## config.mk

```make
export PLATFORM = sky130hd
export DESIGN_NAME = life_generation_stencil_unit
export DESIGN_NICKNAME = d
export VERILOG_FILES = /design/src/rtl/lgs_pkg.sv /design/src/rtl/lgs_ram.sv /design/src/rtl/lgs_stencil.sv /design/src/rtl/life_generation_stencil_unit.sv
export VERILOG_INCLUDE_DIRS = /design/src /design/src/rtl
export SDC_FILE = /design/constraint.sdc
export NUM_CORES = 2
export LEC_CHECK = 0
export BUFFER_PORTS_ARGS = -buffer_cell sky130_fd_sc_hd__buf_2
export CAP_MARGIN = 10
export CORE_MARGIN = 3
export CORE_UTILIZATION = 57
export CTS_BUF_LIST = sky130_fd_sc_hd__clkbuf_16
export DETAILED_ROUTE_END_ITERATION = 16
export MAX_ROUTING_LAYER = met4
export PLACE_DENSITY = 0.81
export SYNTH_ARGS = -nofsm -noshare
export SYNTH_HDL_FRONTEND = slang
export SYNTH_SLANG_ARGS = --single-unit
```

## constraint.sdc

```tcl
create_clock -name clk_i -period 6.6 [get_ports clk_i]
set_input_delay 0.66 -clock clk_i [delete_from_list [all_inputs] [get_ports clk_i]]
set_output_delay 0.66 -clock clk_i [all_outputs]
set_load 0.005 [all_outputs]
```

## src/rtl/life_generation_stencil_unit_macros.svh

```systemverilog
// ----------------------------------------------------------------------------
// Assertion macros for the Life generation stencil unit
// Shared helpers that write clocked, reset-qualified concurrent assertions.
// ----------------------------------------------------------------------------
`ifndef LIFE_GENERATION_STENCIL_UNIT_MACROS_SVH
`define LIFE_GENERATION_STENCIL_UNIT_MACROS_SVH

// The antecedent implies the consequent in the same cycle.
`define LGS_ASSERT_IMP(lbl, ante, cons, msg) \
  lbl: assert property (@(posedge clk_i) disable iff (!rst_ni) (ante) |-> (cons)) \
    else $error(msg);

// The antecedent implies the consequent in the next cycle.
`define LGS_ASSERT_NXT(lbl, ante, cons, msg) \
  lbl: assert property (@(posedge clk_i) disable iff (!rst_ni) (ante) |=> (cons)) \
    else $error(msg);

`endif

```

## src/rtl/lgs_pkg.sv

```systemverilog
// ----------------------------------------------------------------------------
// Life generation stencil package
// Shared constants and types of the bit-packed B3/S23 stencil unit.
// ----------------------------------------------------------------------------
package lgs_pkg;

  localparam int MAX_ROW_BYTES = 256;
  localparam int MAX_ROWS      = 1024;

  localparam int CELL_W      = 8;
  localparam int GROUPS_W    = 9;
  localparam int COUNT_W     = 11;
  localparam int CFG_W       = 11;
  localparam int ROW_FIELD_W = 10;
  localparam int COL_FIELD_W = 8;
  localparam int WIN_SIZE    = 9;
  localparam int MIN_DIM     = 3;

  localparam logic [GROUPS_W-1:0] GROUPS_RESET = GROUPS_W'(256);
  localparam logic [COUNT_W-1:0]  COUNT_RESET  = COUNT_W'(1024);

  typedef enum logic {
    REG_ROW_GROUPS = 1'b0,
    REG_ROW_COUNT  = 1'b1
  } cfg_reg_e;

  typedef logic [CELL_W-1:0] cell_byte_t;
  typedef cell_byte_t [WIN_SIZE-1:0] window_t;

endpackage

```

## src/rtl/lgs_ram.sv

```systemverilog
// ----------------------------------------------------------------------------
// Generic simple dual-port RAM
// One write port and one read port with a registered read.
// ----------------------------------------------------------------------------
module lgs_ram #(
  parameter int WIDTH = 8,
  parameter int DEPTH = 256
) (
  input  logic                     clk_i,
  input  logic                     we_i,
  input  logic [$clog2(DEPTH)-1:0] waddr_i,
  input  logic [WIDTH-1:0]         wdata_i,
  input  logic                     re_i,
  input  logic [$clog2(DEPTH)-1:0] raddr_i,
  output logic [WIDTH-1:0]         rdata_o
);

  logic [WIDTH-1:0] mem_q [DEPTH];
  logic [WIDTH-1:0] rdata_q;

  always_ff @(posedge clk_i) begin
    if (we_i) begin
      mem_q[waddr_i] <= wdata_i;
    end
    if (re_i) begin
      rdata_q <= mem_q[raddr_i];
    end
  end

  assign rdata_o = rdata_q;

endmodule

```

## src/rtl/lgs_stencil.sv

```systemverilog
// ----------------------------------------------------------------------------
// Life stencil kernel
// Next-generation byte of the middle window byte under rule B3/S23.
// ----------------------------------------------------------------------------
module lgs_stencil (
  input  lgs_pkg::window_t   win_i,
  output lgs_pkg::cell_byte_t cells_o
);

  logic [9:0] line_a;
  logic [9:0] line_b;
  logic [9:0] line_c;
  logic [3:0] nbr [8];

  assign line_a = {win_i[0][0], win_i[1], win_i[2][7]};
  assign line_b = {win_i[3][0], win_i[4], win_i[5][7]};
  assign line_c = {win_i[6][0], win_i[7], win_i[8][7]};

  always_comb begin
    for (int i = 0; i < 8; i++) begin
      nbr[i] = 4'(line_a[i]) + 4'(line_a[i+1]) + 4'(line_a[i+2])
             + 4'(line_b[i]) + 4'(line_b[i+2])
             + 4'(line_c[i]) + 4'(line_c[i+1]) + 4'(line_c[i+2]);
      cells_o[i] = (nbr[i] == 4'd3) || ((nbr[i] == 4'd2) && line_b[i+1]);
    end
  end

endmodule

```

## src/rtl/life_generation_stencil_unit.sv

```systemverilog
// ----------------------------------------------------------------------------
// Life generation stencil unit
// One B3/S23 generation over a bit-packed world streamed in raster order.
// ----------------------------------------------------------------------------
// The world enters one byte per transaction, ghost border included, and the
// unit sustains one byte per clock while the receiver keeps up. The
// next-generation byte of an interior position is produced when the byte one
// row below and one column to its right is accepted, and it becomes valid when
// that staged byte advances: the line-buffer read is registered together with
// the input byte at the accepting edge, and the advance loads the result
// register. A result that the receiver has not taken holds the staged byte and
// stalls the input. Ghost bytes are taken as zero and produce no transaction.
// A configuration write restarts the generation at row zero, column zero.
module life_generation_stencil_unit #(
  parameter int MAX_ROW_BYTES = lgs_pkg::MAX_ROW_BYTES,
  parameter int MAX_ROWS      = lgs_pkg::MAX_ROWS
) (
  input  logic                              clk_i,
  input  logic                              rst_ni,
  input  logic                              cfg_we_i,
  input  logic                              cfg_idx_i,
  input  logic [lgs_pkg::CFG_W-1:0]         cfg_wdata_i,
  input  logic                              in_valid_i,
  output logic                              in_ready_o,
  input  logic [lgs_pkg::CELL_W-1:0]        cells_i,
  output logic                              out_valid_o,
  input  logic                              out_ready_i,
  output logic [lgs_pkg::CELL_W-1:0]        new_cells_o,
  output logic [lgs_pkg::ROW_FIELD_W-1:0]   out_row_o,
  output logic [lgs_pkg::COL_FIELD_W-1:0]   out_col_o,
  output logic                              last_o
);

`include "life_generation_stencil_unit_macros.svh"

  localparam int COL_W = $clog2(MAX_ROW_BYTES);
  localparam int ROW_W = $clog2(MAX_ROWS);
  localparam int LINE_W = 2 * lgs_pkg::CELL_W;

  typedef struct packed {
    lgs_pkg::cell_byte_t                cells;
    logic                               emit;
    logic                               last;
    logic [lgs_pkg::ROW_FIELD_W-1:0]    row;
    logic [lgs_pkg::COL_FIELD_W-1:0]    col;
  } stage_t;

  logic [lgs_pkg::GROUPS_W-1:0] row_groups_q;
  logic [lgs_pkg::COUNT_W-1:0]  row_count_q;
  logic [COL_W-1:0]             last_col;
  logic [ROW_W-1:0]             last_row;

  logic [COL_W-1:0] col_q, col_d;
  logic [ROW_W-1:0] row_q, row_d;

  logic              in_acc;
  logic              adv;
  logic              ghost;
  stage_t            stage_d, stage_q;
  logic              stage_valid_q;
  logic [COL_W-1:0]  stage_addr_q;

  logic [LINE_W-1:0]   line_rdata;
  logic [LINE_W-1:0]   line_wdata;
  lgs_pkg::window_t    win_q, win_d;
  lgs_pkg::cell_byte_t next_cells;

  logic                            out_valid_q, out_valid_d;
  lgs_pkg::cell_byte_t             out_cells_q;
  logic [lgs_pkg::ROW_FIELD_W-1:0] out_row_q;
  logic [lgs_pkg::COL_FIELD_W-1:0] out_col_q;
  logic                            out_last_q;

  always_comb begin
    priority if (row_groups_q < lgs_pkg::GROUPS_W'(lgs_pkg::MIN_DIM)) begin
      last_col = COL_W'(lgs_pkg::MIN_DIM - 1);
    end else if (32'(row_groups_q) > MAX_ROW_BYTES) begin
      last_col = COL_W'(MAX_ROW_BYTES - 1);
    end else begin
      last_col = COL_W'(row_groups_q - lgs_pkg::GROUPS_W'(1));
    end
    priority if (row_count_q < lgs_pkg::COUNT_W'(lgs_pkg::MIN_DIM)) begin
      last_row = ROW_W'(lgs_pkg::MIN_DIM - 1);
    end else if (32'(row_count_q) > MAX_ROWS) begin
      last_row = ROW_W'(MAX_ROWS - 1);
    end else begin
      last_row = ROW_W'(row_count_q - lgs_pkg::COUNT_W'(1));
    end
  end

  assign adv        = stage_valid_q && (!out_valid_q || out_ready_i);
  assign in_ready_o = !stage_valid_q || adv;
  assign in_acc     = in_valid_i && in_ready_o;

  assign ghost = (row_q == '0) || (row_q >= last_row) || (col_q == '0) || (col_q >= last_col);

  always_comb begin
    stage_d.cells = ghost ? '0 : cells_i;
    stage_d.emit  = (row_q >= ROW_W'(2)) && (col_q >= COL_W'(2));
    stage_d.last  = (row_q >= last_row) && (col_q >= last_col);
    stage_d.row   = lgs_pkg::ROW_FIELD_W'(row_q - ROW_W'(1));
    stage_d.col   = lgs_pkg::COL_FIELD_W'(col_q - COL_W'(1));
    col_d = col_q;
    row_d = row_q;
    if (in_acc) begin
      if (col_q >= last_col) begin
        col_d = '0;
        row_d = (row_q >= last_row) ? '0 : row_q + ROW_W'(1);
      end else begin
        col_d = col_q + COL_W'(1);
      end
    end
  end

  lgs_ram #(
    .WIDTH (LINE_W),
    .DEPTH (MAX_ROW_BYTES)
  ) u_line_ram (
    .clk_i   (clk_i),
    .we_i    (adv),
    .waddr_i (stage_addr_q),
    .wdata_i (line_wdata),
    .re_i    (in_acc),
    .raddr_i (col_q),
    .rdata_o (line_rdata)
  );

  // Upper line in the high byte, middle line in the low byte.
  assign line_wdata = {line_rdata[lgs_pkg::CELL_W-1:0], stage_q.cells};

  always_comb begin
    win_d[0] = win_q[1];
    win_d[1] = win_q[2];
    win_d[2] = line_rdata[LINE_W-1:lgs_pkg::CELL_W];
    win_d[3] = win_q[4];
    win_d[4] = win_q[5];
    win_d[5] = line_rdata[lgs_pkg::CELL_W-1:0];
    win_d[6] = win_q[7];
    win_d[7] = win_q[8];
    win_d[8] = stage_q.cells;
  end

  lgs_stencil u_stencil (
    .win_i   (win_d),
    .cells_o (next_cells)
  );

  always_comb begin
    out_valid_d = out_valid_q && !out_ready_i;
    if (adv) begin
      out_valid_d = stage_q.emit;
    end
  end

  always_ff @(posedge clk_i or negedge rst_ni) begin
    if (!rst_ni) begin
      row_groups_q  <= lgs_pkg::GROUPS_RESET;
      row_count_q   <= lgs_pkg::COUNT_RESET;
      col_q         <= '0;
      row_q         <= '0;
      stage_valid_q <= 1'b0;
      out_valid_q   <= 1'b0;
      win_q         <= '0;
    end else begin
      out_valid_q <= out_valid_d;
      if (in_acc) begin
        stage_valid_q <= 1'b1;
      end else if (adv) begin
        stage_valid_q <= 1'b0;
      end
      if (cfg_we_i) begin
        unique case (lgs_pkg::cfg_reg_e'(cfg_idx_i))
          lgs_pkg::REG_ROW_GROUPS: row_groups_q <= cfg_wdata_i[lgs_pkg::GROUPS_W-1:0];
          lgs_pkg::REG_ROW_COUNT:  row_count_q  <= cfg_wdata_i[lgs_pkg::COUNT_W-1:0];
          default: ;
        endcase
        col_q <= '0;
        row_q <= '0;
        win_q <= '0;
      end else begin
        col_q <= col_d;
        row_q <= row_d;
        if (adv) begin
          win_q <= win_d;
        end
      end
    end
  end

  always_ff @(posedge clk_i) begin
    if (in_acc) begin
      stage_q      <= stage_d;
      stage_addr_q <= col_q;
    end
    if (adv && stage_q.emit) begin
      out_cells_q <= next_cells;
      out_row_q   <= stage_q.row;
      out_col_q   <= stage_q.col;
      out_last_q  <= stage_q.last;
    end
  end

  assign out_valid_o = out_valid_q;
  assign new_cells_o = out_cells_q;
  assign out_row_o   = out_row_q;
  assign out_col_o   = out_col_q;
  assign last_o      = out_last_q;

  `LGS_ASSERT_NXT(a_emit_reaches_output, adv && stage_q.emit, out_valid_q, "emitting stage item lost")
  `LGS_ASSERT_IMP(a_position_in_range, 1'b1, (col_q <= last_col) && (row_q <= last_row), "position out of range")
  `LGS_ASSERT_IMP(a_stall_blocks_input, stage_valid_q && !adv, !in_ready_o, "input taken over stalled stage")

endmodule

```

**Word-level counts from Yosys, hierarchy flattened**

Memory sizes are Yosys's and may differ from the RTL's. A register that Yosys moved wholly into a read port is not among the register bits.
Index checks and enable logic that the tools add are counted.

- Output and inout port bits: 29
- Latch bits: 0
- Flip-flop bits (word level): 151
- Bits in read-only memories: 0
- Memory bits (writable): 4,096
- Memories kept: 1

Memories:

| name | depth | bits a word | read ports | clocked after Yosys merged registers in | write ports | line | source |
|---|---|---|---|---|---|---|---|
| u_line_ram.mem_q | 256 | 16 | 1 | 1 | 1 | lgs_ram.sv:18 | `logic [WIDTH-1:0] mem_q [DEPTH];` |

- Mux-type cells: 18
- Bitwise logic cells: 1
- Shift operators: 0
- $mul: 0
- $add $sub $neg: 62
- $lt $le $gt $ge: 8
- Reduce and logical (&&, ||, !) cells: 39
- Divide/modulo/power cells: 0
- Equality and inequality tests: 16

Operators by type and width:

| operator | number |
|---|---|
| $add 4x1->4 | 48 |
| $mux 72 | 2 |
| $eq 4x2->1 const B | 16 |
| $mux 10 | 6 |
| $mux 8 | 5 |
| $sub 10x1->10 const B | 2 |
| $add 1x1->2 | 8 |
| $sub 8x1->8 const B | 2 |
| $logic_and 1x1->1 | 14 |
| $logic_or 1x1->1 | 13 |
| $gt 11x11->1 const B | 1 |
| $lt 11x2->1 const B | 1 |
| $add 10x1->10 const B | 1 |
| $ge 10x10->1 | 1 |
| $ge 10x2->1 const B | 1 |
| $logic_not 10->1 | 1 |
| $gt 9x9->1 const B | 1 |
| $lt 9x2->1 const B | 1 |
| $add 8x1->8 const B | 1 |
| $ge 8x2->1 const B | 1 |
| $ge 8x8->1 | 1 |
| $logic_not 8->1 | 1 |
| $reduce_bool 2->1 | 4 |
| $reduce_and 2->1 | 3 |
| 3 further kinds | 9 |

**Logic depth before layout (Yosys ltp)**

- Word-level depth: 10
- Mapped depth: 17
- Depth with buffers taken out: 14

**By module**

A second synthesis with hierarchy kept.

- Cells, all modules: 8,123
- Area total of the unflattened synthesis: 167,119.0 um^2

Modules (own cells, without submodules):

| module | area each (um^2) | instances | cells an instance |
|---|---|---|---|
| lgs_ram | 158,874.9 | 1 | 7,360 |
| life_generation_stencil_unit | 6,875.3 | 1 | 609 |
| lgs_stencil | 1,368.8 | 1 | 154 |

**Least setup slack after synthesis**

Ideal clock, no wire load.

- Path type: register to register
- Start point: reg stage_q (netlist bit line_wdata[7])
- End point: reg out_cells_q[0], in the netlist new_cells_o[0] (data pin)
- Path slack: 0.505 ns
- Path buffers: 0
- Library setup time: 0.157 ns
- Arrival time: 5.939 ns
- Stages on the path, launching flop included: 11
- Cells stage by stage: edfxtp_1 -> inv_1 -> fa_1 -> fa_1 -> inv_1 -> fa_1 -> inv_1 -> fa_1 -> a2111oi_0 -> a21oi_1 -> nor3_1

- Word-level cells in the longest chain between the ends: 6
- Elaborated cells on any way between the ends: 7
- Those cells by class: add/sub: 3; eq/ne: 2; reduce/logical: 2

Ends and longest elaborated chain:

| element | line | source |
|---|---|---|
| from (decl) | life_generation_stencil_unit.sv:59 | `stage_t stage_d, stage_q;` |
| from (signal assigned) | life_generation_stencil_unit.sv:192 | `stage_q <= stage_d;` |
| $add 4x1->4 * (3 in a row) | lgs_stencil.sv:23 | `+ 4'(line_c[i]) + 4'(line_c[i+1]) + 4'(line_c[i+2]);` |
| $eq 4x2->1 | lgs_stencil.sv:24 | `cells_o[i] = (nbr[i] == 4'd3) \|\| ((nbr[i] == 4'd2) && line_b[i+1]);` |
| $logic_and 1x1->1 | lgs_stencil.sv:24 |  |
| $logic_or 1x1->1 * | lgs_stencil.sv:24 |  |
| net next_cells[0] | life_generation_stencil_unit.sv:66 | `lgs_pkg::cell_byte_t next_cells;` |
| to (signal assigned) | life_generation_stencil_unit.sv:196 | `out_cells_q <= next_cells;` |
| to (decl) | life_generation_stencil_unit.sv:69 | `lgs_pkg::cell_byte_t out_cells_q;` |

The timed path passes the listed nets; every way through them passes the cells marked *.
A chain may end at the register's enable or synchronous reset.

==> run metrics <==
PD cells 314 nW/um2; final non-filler cell area between 150,000 and 200,000 um2; detailed-placement wirelength estimate 238,000 um; WP buf/inv 2; CP Class register to register; status finished with violations; MaxCap Viol Count 0; gpl congestion 0.894; post-route setup TNS 0 ns; Slew Limit Headroom -4.67%; most frequent cells in the layout edfxtp_1, mux4_2, clkbuf_16; Gate Count Post-Synth 7,372; Clock Skews about 0.084 ns; vias in the first global route slightly below 90,000; Final setup viols 0; Routed WL ~470,000 um; Post-synth EDFFs 4,175; Longest Clk Path Bufs 4; die height roughly 540 um; Worst Hold Class input port to register; CP Launch Type register; CP Cell Sequence buf_12 -> buf_4 -> mux4_2 -> a22o_1 -> a221oi_1 -> o22ai_1 -> nor3_1 -> o21ai_0 -> o21a_1; unrepaired setup endpoints after global routing no; most common cell after layout, fill and taps aside edfxtp_1; final hold vios 0; port bufs between 50 and 60; Site Rows 196; Via-to-Cell Ratio 7.36; Max Slew Vio Count between 40 and 50; asr flop ratio synth ~1.6%; clock buffer count from CTS a little over 400; htree depth 5; flops & latches, synth around 4,200; fmax about 0.17 GHz; synth-to-layout area growth 12.3%; GRT overflow 0; clock sinks approximately 4,200; die extent in x approximately 540 um; Avg WL per Cell around 39 um; ys flop type edfxtp_1; Clk pin slew, worst setup/hold paths around 0.060 ns; placed cell areas approximately 170,000 um2; die area 293,000 um2; initial core utilization 57.3%; initial antenna violation count 33; GRT Total Usage roughly a third; Initial DRC Count around 17,000; CP Data Required Time 7.28 ns; Post-Syn Area 164,000 um2; post-route clock period utilization 88.8%; Largest delay share family, worst path compound AO/OA/AOI/OAI gates; synth warn 0; fin nets 7,967; CTS root buf clkbuf_16; final antenna-violating net count 0; fin crit period approximately 5.9 ns; peak supply drop approximately 0.00028 V; Avg Cell Area, Syn ~22 um2; CTS tree yes; Syn Nets 7,481; CP max stage delay between 1 and 1.5 ns; CP Max Fanout 51; largest net degree at the start of global routing about 240; vias post-DR approximately 88,000; DRC 0; Arr. time, crit path 6.54 ns; post_cts resized 0; post-synthesis sequential area ratio between 70% and 80%; postcts setup bufs 0; clock latency at the later pin of the worst-skew pair around 0.95 ns; share of cells above drive strength 1 a little over a quarter; Distinct cells, synth 57; Crit-path slowest cell dfrtp_4; drt pass-1 iters 15; failing checks max-slew violations; first-pass GRT wire length roughly 660,000 um; Boundary Pins 54; actual slew at the worst max-slew pin between 1.5 and 2 ns; core area ~290,000 um2; P_leak ~58 nW; Setup crit end kind register
synthesized netlist by cell type, types with 3 or more instances:
cell type  count  area share [%]
buf_2         85            0.26
nor2b_1       22           0.084
a221oi_1     134            0.72
inv_1         93            0.21
a21oi_1      131            0.40
buf_6         48            0.33
nand4_1        7           0.027
clkbuf_1     211            0.48
nand3_1       32           0.098
edfxtp_1    4175              77
o211ai_1      12           0.055
nor4_1         7           0.027
o21a_1        20           0.092
nand2_1      115            0.26
a31oi_1        5           0.019
and2_1        11           0.042
a22o_1       131            0.70
buf_1         69            0.16
buf_4         21           0.096
a2111oi_0      7           0.037
a21o_1         9           0.041
and3_1         9           0.034
nor2_1       300            0.69
nand2b_1       6           0.023
o21ai_0       31           0.095
xnor2_1       12           0.064
dfrtp_1       65            0.99
ha_1          52            0.40
o22ai_1       64            0.24
nor3_1        81            0.25
o31ai_1        5           0.023
mux2_2        19            0.13
o21ai_1       17           0.052
mux2i_1       48            0.29
a22oi_1      193            0.89
xor2_1        17           0.091
nor3b_1        4           0.018
mux4_2      1039              14
o32ai_1        3           0.016
or2_2          8           0.031
fa_1          32            0.39
sequential cells by signal, indices dropped and copies added (netlist names), 9 cells and up:
| signal | cells |
|---|---|
| out_row_o | 10 |
| row_count_q | 11 |
| row_groups_q | 9 |
| row_q | 10 |
| stage_q | 20 |
| u_line_ram.mem_q | 4096 |
| u_line_ram.rdata_o | 16 |
| win_d | 27 |
kinds of logic (layout without fill, tap and decap cells):
kind of cell    count (synthesis)  after routing  synth area share, %
flops                        4242           4242                 77.7
mux                          1106           1106                 14.7
compound gates                775            775                 3.46
simple gates                  608            608                 1.61
buf+inv                       528           1351                 1.55
fa+ha+maj                      84             84                0.790
xor+xnor                       29             29                0.155
other cells                     0             48                    0
worst register-to-register path: stages (launching register included):
cell      delay [ns]
dfrtp_4         1.02
buf_12          0.50
buf_4           0.63
mux4_2          0.62
a22o_1          0.27
a221oi_1        0.60
o22ai_1         0.50
nor3_1          1.00
o21ai_0         0.28
o21a_1          0.17
per-stage QoR:
step | setup slack [ns] | instances | utilization, % | hold WS, ns | power [mW]
2_1_floorplan | 0.505 | 7372 | - | 0.364 | 33.6
3_3_place_gp | 1.38 | 11200 | 59.7 | 0.401 | 34.7
3_5_place_dp | 1.43 | 11200 | 59.7 | 0.405 | 34.8
4_1_cts | 1.30 | 12000 | 64.3 | 0.00156 | 57.6
5_1_grt | 0.797 | 12000 | 64.4 | 0.0272 | 58.8
6_report | 0.741 | 12000 | 64.4 | 0.0385 | 57.7
what timing repair did:
item                                    CTS  global route
endpoints found under the setup margin    0             0
hold buffers                             16             0
endpoints found under the hold margin    89             0
final cells by class:
type,instances,area (um2)
diodes,48,120
fillers,16600,102000
well taps,3762,4710
inverters,94,353
clock buffers,407,10200
repair buffers,515,4340
clock inverters,335,2810
flip-flops and latches,4242,127000
multi-input cells,2602,34100
where the power goes:
group	switching [mW]	internal [mW]	total, mW
combinational	2.65	1.50	4.15
sequential	0.171	30.2	30.3
clock	10.3	12.9	23.2
total	13.1	44.5	57.7
layer usage:
layer | vias to the layer above | GRT usage [%] | share of wire [%]
li1 | 32200 | - | -
met1 | 45100 | 41.7 | 32
met2 | 9327 | 48.4 | 47
met3 | 1801 | 9.60 | 15
met4 | 0 | 18.1 | 6.8
met5 | - | - | 0
path summary, 6_finish.rpt:
kind	slack, ns	cells after the start	from	endpoint
setup / recovery	0.74	9	col_q[0]	u_line_ram.rdata_o[12]
hold / removal	0.04	2	cells_i[6]	line_wdata[6]
setup reg to reg	0.74	9	col_q[0]	u_line_ram.rdata_o[12]
hold reg to reg	0.42	0	stage_q[11]	out_row_o[3]
max in group asynchronous	5.38	3	rst_ni	col_q[1]
min in group asynchronous	0.50	3	rst_ni	row_count_q[9]
Power figures use the tool's default switching activity.
